$ cat src/sv/hpa_pkg.sv
// ----------------------------------------------------------------------------
// hpa_pkg
// Shared types, codes and sizes of the handle pool allocator.
// ----------------------------------------------------------------------------
package hpa_pkg;

  localparam int HANDLE_W      = 8;
  localparam int HANDLE_SPACE  = 1 << HANDLE_W;
  localparam int POOL_SIZE_DEF = 256;

  // request kinds
  localparam logic [1:0] FN_ALLOC   = 2'd0;
  localparam logic [1:0] FN_TRY     = 2'd1;
  localparam logic [1:0] FN_DEALLOC = 2'd2;

  // result status codes
  localparam logic [1:0] STAT_OK            = 2'd0;
  localparam logic [1:0] STAT_NONE_FREE     = 2'd1;
  localparam logic [1:0] STAT_NOT_ALLOCATED = 2'd2;
  localparam logic [1:0] STAT_EXHAUSTED     = 2'd3;

  typedef enum logic {
    S_IDLE,
    S_EXEC
  } state_t;

endpackage

$ cat src/sv/hpa_req_if.sv
// ----------------------------------------------------------------------------
// hpa_req_if
// Request channel: request kind and the handle to release.
// ----------------------------------------------------------------------------
interface hpa_req_if
  import hpa_pkg::*;
();
  logic                valid;
  logic                ready;
  logic [1:0]          func;
  logic [HANDLE_W-1:0] release_handle;

  modport source (output valid, output func, output release_handle, input ready);
  modport sink   (input valid, input func, input release_handle, output ready);
endinterface

$ cat src/sv/hpa_rsp_if.sv
// ----------------------------------------------------------------------------
// hpa_rsp_if
// Result channel: granted handle and status.
// ----------------------------------------------------------------------------
interface hpa_rsp_if
  import hpa_pkg::*;
();
  logic                valid;
  logic                ready;
  logic [HANDLE_W-1:0] granted_handle;
  logic [1:0]          status;

  modport source (output valid, output granted_handle, output status, input ready);
  modport sink   (input valid, input granted_handle, input status, output ready);
endinterface

$ cat src/sv/handle_pool_allocator.sv
// ----------------------------------------------------------------------------
// handle_pool_allocator
// Fixed pool of handles with a first-in first-out free list and in-use map.
// ----------------------------------------------------------------------------
// At acceptance the free list head and the in-use bit of the released handle
// are read from their RAMs through their registered read ports, and in the
// execute state the result is formed, the RAMs and pointers are written and the
// result word goes to the output register. No new request is taken while one
// executes; a stalled output holds the block in its execute state. The in-use
// map needs no clearing pass: only entries below the mint count are ever
// trusted, and each of those was written when its handle was minted. Handles
// are 8 bits wide, so with a pool above 256 only handles 0 to 255 can be
// released and queued.
module handle_pool_allocator
  import hpa_pkg::*;
#(
  parameter int POOL_SIZE = POOL_SIZE_DEF
) (
  input  logic clk,
  input  logic rst_n,
  hpa_req_if.sink   in_ch,
  hpa_rsp_if.source out_ch
);

  localparam int MAP_DEPTH = (POOL_SIZE < HANDLE_SPACE) ? POOL_SIZE : HANDLE_SPACE;
  localparam int IDX_W     = $clog2(MAP_DEPTH);
  localparam int CNT_W     = $clog2(MAP_DEPTH + 1);
  localparam int MINT_W    = $clog2(POOL_SIZE + 1);

  state_t state_r, state_nxt;

  logic [1:0]          func_r;
  logic [HANDLE_W-1:0] rel_r;
  logic [IDX_W-1:0]    head_r, head_nxt;
  logic [IDX_W-1:0]    tail_r, tail_nxt;
  logic [CNT_W-1:0]    count_r, count_nxt;
  logic [MINT_W-1:0]   minted_r, minted_nxt;

  logic                out_valid_r, out_valid_nxt;
  logic [HANDLE_W-1:0] granted_r, granted_nxt;
  logic [1:0]          status_r, status_nxt;

  logic                in_acc;
  logic                done;
  logic [HANDLE_W-1:0] q_rdata;
  logic                map_rdata;
  logic                q_we;
  logic                map_we;
  logic [IDX_W-1:0]    map_waddr;
  logic                map_wdata;
  logic                rel_in_use;
  logic                dealloc_ok;

  function automatic logic [IDX_W-1:0] wrap_inc(input logic [IDX_W-1:0] p);
    logic [IDX_W-1:0] r;
    if (p == IDX_W'(MAP_DEPTH - 1)) begin
      r = '0;
    end else begin
      r = p + 1'b1;
    end
    return r;
  endfunction

  assign in_acc      = in_ch.valid && in_ch.ready;
  assign in_ch.ready = (state_r == S_IDLE);
  assign done        = (state_r == S_EXEC) && (!out_valid_r || out_ch.ready);

  assign out_ch.valid          = out_valid_r;
  assign out_ch.granted_handle = granted_r;
  assign out_ch.status         = status_r;

  // free list: handles waiting for reuse
  hpa_ram #(.WIDTH(HANDLE_W), .DEPTH(MAP_DEPTH)) u_free_q (
    .clk   (clk),
    .we    (q_we),
    .waddr (tail_r),
    .wdata (rel_r),
    .re    (in_acc),
    .raddr (head_r),
    .rdata (q_rdata)
  );

  // in-use map, trusted only below the mint count
  hpa_ram #(.WIDTH(1), .DEPTH(MAP_DEPTH)) u_in_use (
    .clk   (clk),
    .we    (map_we),
    .waddr (map_waddr),
    .wdata (map_wdata),
    .re    (in_acc),
    .raddr (in_ch.release_handle[IDX_W-1:0]),
    .rdata (map_rdata)
  );

  // out-of-range handles short out before the narrow compare
  assign rel_in_use = (32'(rel_r) < POOL_SIZE) && (MINT_W'(rel_r) < minted_r) && map_rdata;

  // next state
  always_comb begin
    state_nxt = state_r;
    unique case (state_r)
      S_IDLE: begin
        if (in_acc) begin
          state_nxt = S_EXEC;
        end
      end
      S_EXEC: begin
        if (done) begin
          state_nxt = S_IDLE;
        end
      end
      default: state_nxt = S_IDLE;
    endcase
  end

  // execute: result word, ram writes, pointer updates
  always_comb begin
    head_nxt      = head_r;
    tail_nxt      = tail_r;
    count_nxt     = count_r;
    minted_nxt    = minted_r;
    granted_nxt   = granted_r;
    status_nxt    = status_r;
    out_valid_nxt = out_valid_r && !out_ch.ready;
    q_we          = 1'b0;
    map_we        = 1'b0;
    map_waddr     = rel_r[IDX_W-1:0];
    map_wdata     = 1'b0;
    dealloc_ok    = 1'b0;
    if (done) begin
      out_valid_nxt = 1'b1;
      granted_nxt   = '0;
      status_nxt    = STAT_OK;
      unique case (func_r) inside
        FN_ALLOC, FN_TRY: begin
          if (count_r != '0) begin
            granted_nxt = q_rdata;
            head_nxt    = wrap_inc(head_r);
            count_nxt   = count_r - 1'b1;
            map_we      = 1'b1;
            map_waddr   = q_rdata[IDX_W-1:0];
            map_wdata   = 1'b1;
          end else if (func_r == FN_TRY) begin
            status_nxt = STAT_NONE_FREE;
          end else if (32'(minted_r) >= POOL_SIZE) begin
            status_nxt = STAT_EXHAUSTED;
          end else begin
            granted_nxt = HANDLE_W'(minted_r);
            minted_nxt  = minted_r + 1'b1;
            // handles past the map can never be released
            map_we      = (32'(minted_r) < MAP_DEPTH);
            map_waddr   = minted_r[IDX_W-1:0];
            map_wdata   = 1'b1;
          end
        end
        FN_DEALLOC: begin
          if (!rel_in_use) begin
            status_nxt = STAT_NOT_ALLOCATED;
          end else begin
            // only in-use handles get queued, so the list cannot overflow
            dealloc_ok = 1'b1;
            map_we     = 1'b1;
            q_we       = 1'b1;
            tail_nxt   = wrap_inc(tail_r);
            count_nxt  = count_r + 1'b1;
          end
        end
        default: begin
        end
      endcase
    end
  end

  always_ff @(posedge clk) begin
    if (!rst_n) begin
      state_r     <= S_IDLE;
      head_r      <= '0;
      tail_r      <= '0;
      count_r     <= '0;
      minted_r    <= '0;
      out_valid_r <= 1'b0;
    end else begin
      state_r     <= state_nxt;
      head_r      <= head_nxt;
      tail_r      <= tail_nxt;
      count_r     <= count_nxt;
      minted_r    <= minted_nxt;
      out_valid_r <= out_valid_nxt;
    end
  end

  always_ff @(posedge clk) begin
    if (in_acc) begin
      func_r <= in_ch.func;
      rel_r  <= in_ch.release_handle;
    end
    granted_r <= granted_nxt;
    status_r  <= status_nxt;
  end

  a_count_bound: assert property (@(posedge clk) disable iff (!rst_n)
    32'(count_r) <= MAP_DEPTH)
    else $error("free list count beyond capacity");

  a_mint_bound: assert property (@(posedge clk) disable iff (!rst_n)
    32'(minted_r) <= POOL_SIZE)
    else $error("mint count beyond pool size");

  a_dealloc_queues: assert property (@(posedge clk) disable iff (!rst_n)
    dealloc_ok |=> (count_r == $past(count_r) + 1'b1) && out_valid_r &&
                   (status_r == STAT_OK))
    else $error("released handle not queued");

  a_one_in_flight: assert property (@(posedge clk) disable iff (!rst_n)
    in_acc |=> (state_r == S_EXEC) && !in_ch.ready)
    else $error("request accepted while another executes");

endmodule

$ cat src/sv/hpa_ram.sv
// ----------------------------------------------------------------------------
// hpa_ram
// Simple dual-port RAM, one write and one registered read port.
// ----------------------------------------------------------------------------
module hpa_ram #(
  parameter int WIDTH = 8,
  parameter int DEPTH = 256
) (
  input  logic                     clk,
  input  logic                     we,
  input  logic [$clog2(DEPTH)-1:0] waddr,
  input  logic [WIDTH-1:0]         wdata,
  input  logic                     re,
  input  logic [$clog2(DEPTH)-1:0] raddr,
  output logic [WIDTH-1:0]         rdata
);

  logic [WIDTH-1:0] mem [DEPTH];

  always_ff @(posedge clk) begin
    if (we) begin
      mem[waddr] <= wdata;
    end
    // read data holds while re is low
    if (re) begin
      rdata <= mem[raddr];
    end
  end

endmodule

$ cat src/flat_wrapper.sv
// flat-port wrapper written by rule: the top's interface ports become plain ports
module handle_pool_allocator_flat import hpa_pkg::*;
#(
  parameter int POOL_SIZE = POOL_SIZE_DEF
)
  (clk, rst_n, in_ch_valid, in_ch_func, in_ch_release_handle, in_ch_ready, out_ch_valid, out_ch_granted_handle, out_ch_status, out_ch_ready);
  hpa_req_if in_ch_i ();
  hpa_rsp_if out_ch_i ();
  input  logic clk;
  input  logic rst_n;
  input wire logic [$bits(in_ch_i.valid)-1:0] in_ch_valid;
  input wire logic [$bits(in_ch_i.func)-1:0] in_ch_func;
  input wire logic [$bits(in_ch_i.release_handle)-1:0] in_ch_release_handle;
  output wire logic [$bits(in_ch_i.ready)-1:0] in_ch_ready;
  output wire logic [$bits(out_ch_i.valid)-1:0] out_ch_valid;
  output wire logic [$bits(out_ch_i.granted_handle)-1:0] out_ch_granted_handle;
  output wire logic [$bits(out_ch_i.status)-1:0] out_ch_status;
  input wire logic [$bits(out_ch_i.ready)-1:0] out_ch_ready;
  assign in_ch_i.valid = in_ch_valid;
  assign in_ch_i.func = in_ch_func;
  assign in_ch_i.release_handle = in_ch_release_handle;
  assign in_ch_ready = in_ch_i.ready;
  assign out_ch_valid = out_ch_i.valid;
  assign out_ch_granted_handle = out_ch_i.granted_handle;
  assign out_ch_status = out_ch_i.status;
  assign out_ch_i.ready = out_ch_ready;
  handle_pool_allocator #(.POOL_SIZE(POOL_SIZE)) u_core (.clk(clk), .rst_n(rst_n), .in_ch(in_ch_i), .out_ch(out_ch_i));
endmodule
$ cat config.mk
export PLATFORM = sky130hd
export DESIGN_NAME = handle_pool_allocator_flat
export DESIGN_NICKNAME = d
export VERILOG_FILES = /design/src/sv/hpa_pkg.sv /design/src/sv/hpa_req_if.sv /design/src/sv/hpa_rsp_if.sv /design/src/sv/handle_pool_allocator.sv /design/src/sv/hpa_ram.sv /design/src/flat_wrapper.sv
export SDC_FILE = /design/constraint.sdc
export NUM_CORES = 2
export LEC_CHECK = 0
export ABC_CLOCK_PERIOD_IN_PS = 14990
export BUFFER_PORTS_ARGS = -buffer_cell sky130_fd_sc_hd__buf_4
export CAP_MARGIN = 30
export CORE_ASPECT_RATIO = 1.75
export CORE_MARGIN = 4
export CORE_UTILIZATION = 65
export DETAILED_ROUTE_END_ITERATION = 7
export GPL_TIMING_DRIVEN = 0
export PLACE_DENSITY_LB_ADDON = 0.2
export RECOVER_POWER = 25
export SLEW_MARGIN = 25
export SYNTH_ARGS = -nofsm -noshare
export SYNTH_HDL_FRONTEND = slang
export SYNTH_SLANG_ARGS = --single-unit
$ cat constraint.sdc
create_clock -name clk -period 14.99 [get_ports clk]
set_input_delay 1.499 -clock clk [delete_from_list [all_inputs] [get_ports clk]]
set_output_delay 1.499 -clock clk [all_outputs]
set_load 0.01 [all_outputs]
# Word level (Yosys, flattened, before mapping)
# Memories as Yosys holds them, arrays and structs flattened. A register that Yosys moved wholly into a read port is not among the register bits.
# Cells that the tools add are included.
# totals
ram_bits,2304
reg_bits,56
mem_count,2
word_cells,84
output_inout_bits,12
# classes
bitwise,4
addsub,5
reduce_logical,15
n_eq_ne,6
mux,39
order_cmp,3
# mem_list
name,words,word_bits,rd,rd_ports_with_merged_regs,wr,line_no,source
u_core.u_free_q.mem,256,8,1,1,1,hpa_ram.sv:18,logic [WIDTH-1:0] mem [DEPTH];
u_core.u_in_use.mem,256,1,1,1,1,hpa_ram.sv:18,
# op_table
cell,n
$mux 8,10
$mux 1,19
$add 9x1->9 const B,2
$mux 9,2
$pmux 9 s2,1
$add 8x1->8 const B,2
$eq 8x8->1 const B,2
$ge 9x9->1 const B,1
$lt 8x9->1,1
$lt 9x9->1 const B,1
$reduce_bool 9->1,1
$sub 9x1->9 const B,1
$mux 2,4
$reduce_and 3->1,2
$reduce_and 5->1,1
$logic_and 1x1->1,4
$ne 2x1->1 const B,2
$not 1->1,4
$pmux 1 s2,2
$pmux 2 s2,1
$reduce_and 4->1,1
$eq 2x1->1 const B,1
$eq 2x2->1 const B,1
$logic_not 1->1,2
other kinds (4),4

# Logic depth before layout (Yosys ltp)
# logic_depth
word_depth,8
depth_mapped,14
depth_no_buf,11

# By module
# A second synthesis with hierarchy kept.
# hier_totals
hier_cells,4853
area_unflattened_um2,93791.2
# by_module_without_submodules
mod,cells_each,area_each_um2,instances,seq_area_each_um2
hpa_ram at u_core.u_free_q,3733,79636.4,1,61739.2
hpa_ram at u_core.u_in_use,788,11138.2,1,7717.4
handle_pool_allocator,332,3016.6,1,1321.3

# Worst setup path after synthesis
# No wires, ideal clock.
# synth_timing
path_kind,input -> register
from,in out_ch_ready
to,mem u_core.u_in_use.mem[20] (enable)
path_slack_ps,8358
stages,10
required_ps,14690
arrival_ps,6332
setup_time_ps,300
n_path_buf,1
path_cell_list,nand2b_1 nor3b_1 o21ai_1 inv_1 nor2_1 nor3_2 nand3b_1 nand2b_1 clkbuf_1 nor2_1
# synth_via
elab_chain_cells,5
elab_cells_between_ends,6
# synth_lines
element,line_no,source
"start, declared",flat_wrapper.sv:18,input wire logic [$bits(out_ch_i.ready)-1:0] out_ch_ready;
$logic_or 1x1->1 *,handle_pool_allocator.sv:66,assign done = (state_r == S_EXEC) && (!out_valid_r || out_ch.ready);
$logic_and 1x1->1 *,handle_pool_allocator.sv:66,
$mux 1,handle_pool_allocator.sv:129,if (done) begin
$mux 1,hpa_ram.sv:21,if (we) begin
$mux 1 (not written as such),hpa_ram.sv:22,mem[waddr] <= wdata;
"end, declared",hpa_ram.sv:18,
# Mark *: on every way between the ends. The rest lies on a longest branch, timed or not.

# Worst setup path after layout
# layout_timing
from,reg u_core.rel_r[1]
to,mem u_core.u_free_q.mem[103][1] (enable)
# layout_via
elab_chain_cells,7
# layout_lines
element,line_no,source
"start, declared",handle_pool_allocator.sv:33,logic [HANDLE_W-1:0] rel_r;
"start signal, assigned",handle_pool_allocator.sv:194,rel_r <= in_ch.release_handle;
$lt 8x9->1,handle_pool_allocator.sv:95,assign rel_in_use = (32'(rel_r) < POOL_SIZE) && (MINT_W'(rel_r) < minted_r) && map_rdata;
$logic_and 1x1->1,handle_pool_allocator.sv:95,
$mux 1,handle_pool_allocator.sv:156,if (!rel_in_use) begin
$mux 1,handle_pool_allocator.sv:133,unique case (func_r) inside
$mux 1,handle_pool_allocator.sv:129,
$mux 1,hpa_ram.sv:21,
$mux 1 (not written as such),hpa_ram.sv:22,
"end, declared",hpa_ram.sv:18,
# Every way passes these cells.

==> impl_metrics.json <==
{
  "async_flop_share": 0,
  "track_usage": 0.484,
  "fp.coreArea_mm2": 0.143,
  "syn-mean-instance-area_um2": 20.1,
  "die_w_um": 295,
  "htreeDepth": 4,
  "cts_root_buf": "clkbuf_16",
  "holdWs_ps": 529,
  "firstDrtPassIters": 8,
  "min_period_over_period": 0.595,
  "switchingPower_mw": 2.92,
  "ir_worst_vdd_v": 0.000117,
  "intPower_mw": 10.4,
  "wl_mm": 357,
  "clockBufferDepth": 3,
  "wl_per_cell_um": 50.0,
  "netlist_area_mm2": 0.0937,
  "vias_per_cell": 7.70,
  "fp-row-count": 184,
  "gp_congestion": 1.07,
  "pwr-share-comb": 0.044,
  "start_kind": "flop",
  "crit_fanout": 23,
  "fillerInstances": 8100,
  "die_area_mm2": 0.151,
  "setup_tns_ps": 0,
  "final_hold_viol_count": 0,
  "skew_ps": 58.9,
  "clk_latency_ps": 870,
  "crit_chain": "clkbuf_1 -> clkbuf_1 -> clkbuf_1 -> clkbuf_1 -> ha_1 -> a21o_1 -> a21o_1 -> a2111oi_2 -> o211a_1 -> buf_2 -> buf_2 -> nand3_1 -> clkbuf_2 -> nor2_1",
  "critical-path-slowest-cell": "clkbuf_1",
  "hold_class": "flop to flop",
  "swShare": 0.219,
  "die_h_um": 510,
  "grt.overflow.total": 0,
  "grt_pass1_wl_mm": 468,
  "start_util": 0.653,
  "ys_warn_count": 0,
  "maxCapViolCount": 0,
  "ioPinCount": 26,
  "clock_sinks": 2369,
  "grt_pass1_vias": 53100,
  "slew_viol_final": 0,
  "synth_cell_type_count": 71,
  "drt_iter0_drc": 9988,
  "p_per_area_mw_per_mm2": 126,
  "cp_data_arrival_time_ps": 9350,
  "cts.hold.buffers_added": 0,
  "hpwl_mm": 243,
  "postCtsSetupRepairBufs": 0,
  "port_buffers": 24,
  "syn_nets": 4689,
  "seq_area_mm2": 0.0708,
  "num_vias": 54900,
  "fin_crit_ps": 8920,
  "numCtsBuffers": 199,
  "endpoint_kind": "flop",
  "grt_start_max_net_pins": 177,
  "cp.required_ps": 15430,
  "cts_tree": "built",
  "rsz0062_at_grt": "false",
  "grt_antenna_before_repair": 21,
  "violations": "design-rule violations",
  "synth_edf_count": 2333,
  "relSlewSlack": 0.120,
  "path_clk_slew_ps": 70,
  "yosys_register_bits": 2369,
  "clock_power_share": 0.408,
  "ys_seq_area_frac": 0.755,
  "fmax_mhz": 112,
  "ctsResizeCount": 0,
  "multi_input_area_mm2": 0.0216,
  "drc": 2,
  "cp_common_cell": "clkbuf_1",
  "layout.nets": 5104,
  "setup_viol": 0,
  "crit_type": "flop to flop",
  "leakage_nw": 32.5,
  "drive_gt1_frac": 0.252,
  "netlist_instances": 4654,
  "status": "finished with violations",
  "slowest_delay_ps": 920,
  "ys_dominant_reg_cell": "edfxtp_1",
  "area_growth_pct": 12.7,
  "power.sequential.fraction": 0.548,
  "final_antenna_net_count": 0,
  "worst_pin_slew_ps": 1320
}
[through the flow]
stage               setup slack (ps)  power (mW)  instance area (um2)  instances   util
finish                          6070        13.3               106000       7132  0.737
global route                    6150        13.6               106000       7110  0.736
CTS                             9000        13.3               106000       7092  0.741
detailed placement              9080        8.04                99600       6715  0.694
global placement                2810        8.02                96200       6538  0.671
floorplan                       8360        7.77                93700       4654      -
[worst paths after layout]
path	start	to	slack, ps	depth (start not counted)
setup / recovery	u_core.rel_r[1]$_DFFE_PP_	u_core.u_free_q.mem[103][1]$_DFFE_PP_	6070	14
setup reg to reg	u_core.rel_r[1]$_DFFE_PP_	u_core.u_free_q.mem[103][1]$_DFFE_PP_	6070	14
hold reg to reg	u_core.count_r[8]$_SDFFE_PN0P_	u_core.count_r[8]$_SDFFE_PN0P_	530	2
hold / removal	u_core.count_r[8]$_SDFFE_PN0P_	u_core.count_r[8]$_SDFFE_PN0P_	530	2
[synthesized netlist by cell type, types with 3 or more instances]
library cell	number	area, um2
a2111oi_0	4	35.0
a211oi_1	7	52.6
a21boi_0	5	37.5
a21o_1	8	60.1
a21oi_1	74	370
a221o_1	4	40.0
a221oi_1	29	254
a22o_1	8	70.1
a22oi_1	45	338
a311oi_1	3	26.3
a31oi_1	15	93.8
and2_1	20	125
buf_1	21	78.8
buf_2	63	315
buf_4	41	308
buf_6	10	113
clkbuf_1	144	541
clkinv_1	3	11.3
dfxtp_1	36	721
edfxtp_1	2333	70100
ha_1	20	250
inv_1	19	71.3
mux2i_1	123	1230
mux4_2	618	13900
nand2_1	122	458
nand2b_1	15	93.8
nand3_1	48	240
nand3b_1	5	37.5
nand4_1	11	68.8
nor2_1	583	2190
nor2b_1	28	175
nor3_1	16	80.1
nor4_1	3	18.8
o211a_1	3	30.0
o211ai_1	8	60.1
o21a_1	5	37.5
o21ai_0	54	270
o221ai_1	13	114
o22ai_1	10	62.6
o31ai_1	4	30.0
or2_2	6	37.5
or3_1	5	31.3
xnor2_1	20	175
xor2_1	7	61.3
[critical path: cells and delay by family, from the launching register on]
kind	cells	cell delay (ps)
compound gates	4	1110
fa+ha+maj	1	400
buf+inv	7	4810
flops	1	330
simple gates	2	1720
[layer usage]
| metal | wire length [um] | track usage | up-vias |
|---|---|---|---|
| li1 | - | - | 19900 |
| met1 | 97100 | 0.526 | 27600 |
| met2 | 163000 | 0.730 | 5679 |
| met3 | 47600 | 0.161 | 1799 |
| met4 | 48900 | 0.488 | 6 |
| met5 | 41 | 0 | - |
[state kept, by name, summed over array words and instances, names as in the netlist]
signal,flops
u_core.minted_r,9
u_core.count_r,9
u_core.u_free_q.mem,2048
u_core.out_ch.granted_handle,8
u_core.out_ch.valid,1
u_core.u_in_use.rdata,1
u_core.u_in_use.mem,256
u_core.func_r,2
u_core.state_r,1
u_core.u_free_q.rdata,8
u_core.tail_r,8
u_core.rel_r,8
u_core.out_ch.status,2
u_core.head_r,8
[logic make-up after synthesis]
| kind of cell | count (synthesis) | synth area share |
|---|---|---|
| AOI/OAI and AO/OA | 317 | 0.0230 |
| xor gates and xnor gates | 27 | 0.00252 |
| adders and majority gates | 21 | 0.00288 |
| buffers and inverters | 302 | 0.0154 |
| DFF | 2369 | 0.755 |
| muxes | 742 | 0.162 |
| and+or+nand+nor | 876 | 0.0393 |
[power groups by stage]
stage                     registers (mW)  logic, mW  clock network (mW)
after floorplan                     7.52      0.250                   0
after global placement              7.59      0.427                   0
after detailed placement            7.44      0.595                   0
after CTS                           7.30      0.598                5.37
after global routing                7.30      0.596                5.66
final                               7.30      0.589                5.43
[layout by cell type, fill, tap and decap left out, drive strengths merged, types with 7 or more instances in the layout]
cell      synthesis  final
nand2b           16     16
a221oi           29     29
and2             21     21
mux4            618    618
dfxtp            36     36
clkinvlp          0     11
nand2           122    122
buf             135    270
o221ai           13     13
diode             0     27
bufinv            0     25
edfxtp         2333   2333
a22o              8      8
nand4            11     11
a22oi            45     45
nor3             18     18
clkbuf          144    459
nor2b            28     28
xnor2            20     20
nor2            583    583
clkinv            3     98
o21ai            55     55
a21oi            74     74
a31oi            15     15
mux2i           123    123
o22ai            10     10
inv              20     30
a211oi            7      7
a21o              8      8
ha               20     20
or2               7      7
nand3            49     49
xor2              7      7
o211ai            8      8
[final cells by class]
cell class	count	share of cell area
plain buffers	279	0.0140
repair buffers	214	0.0244
diodes	27	0.000639
flip-flops and latches	2369	0.670
inverters	23	0.000888
multi-input cells	1983	0.204
clock buffers	236	0.0488
clock inverters	141	0.0148
well taps	1860	0.0220
Note: power is estimated with default switching activity, not from simulation.
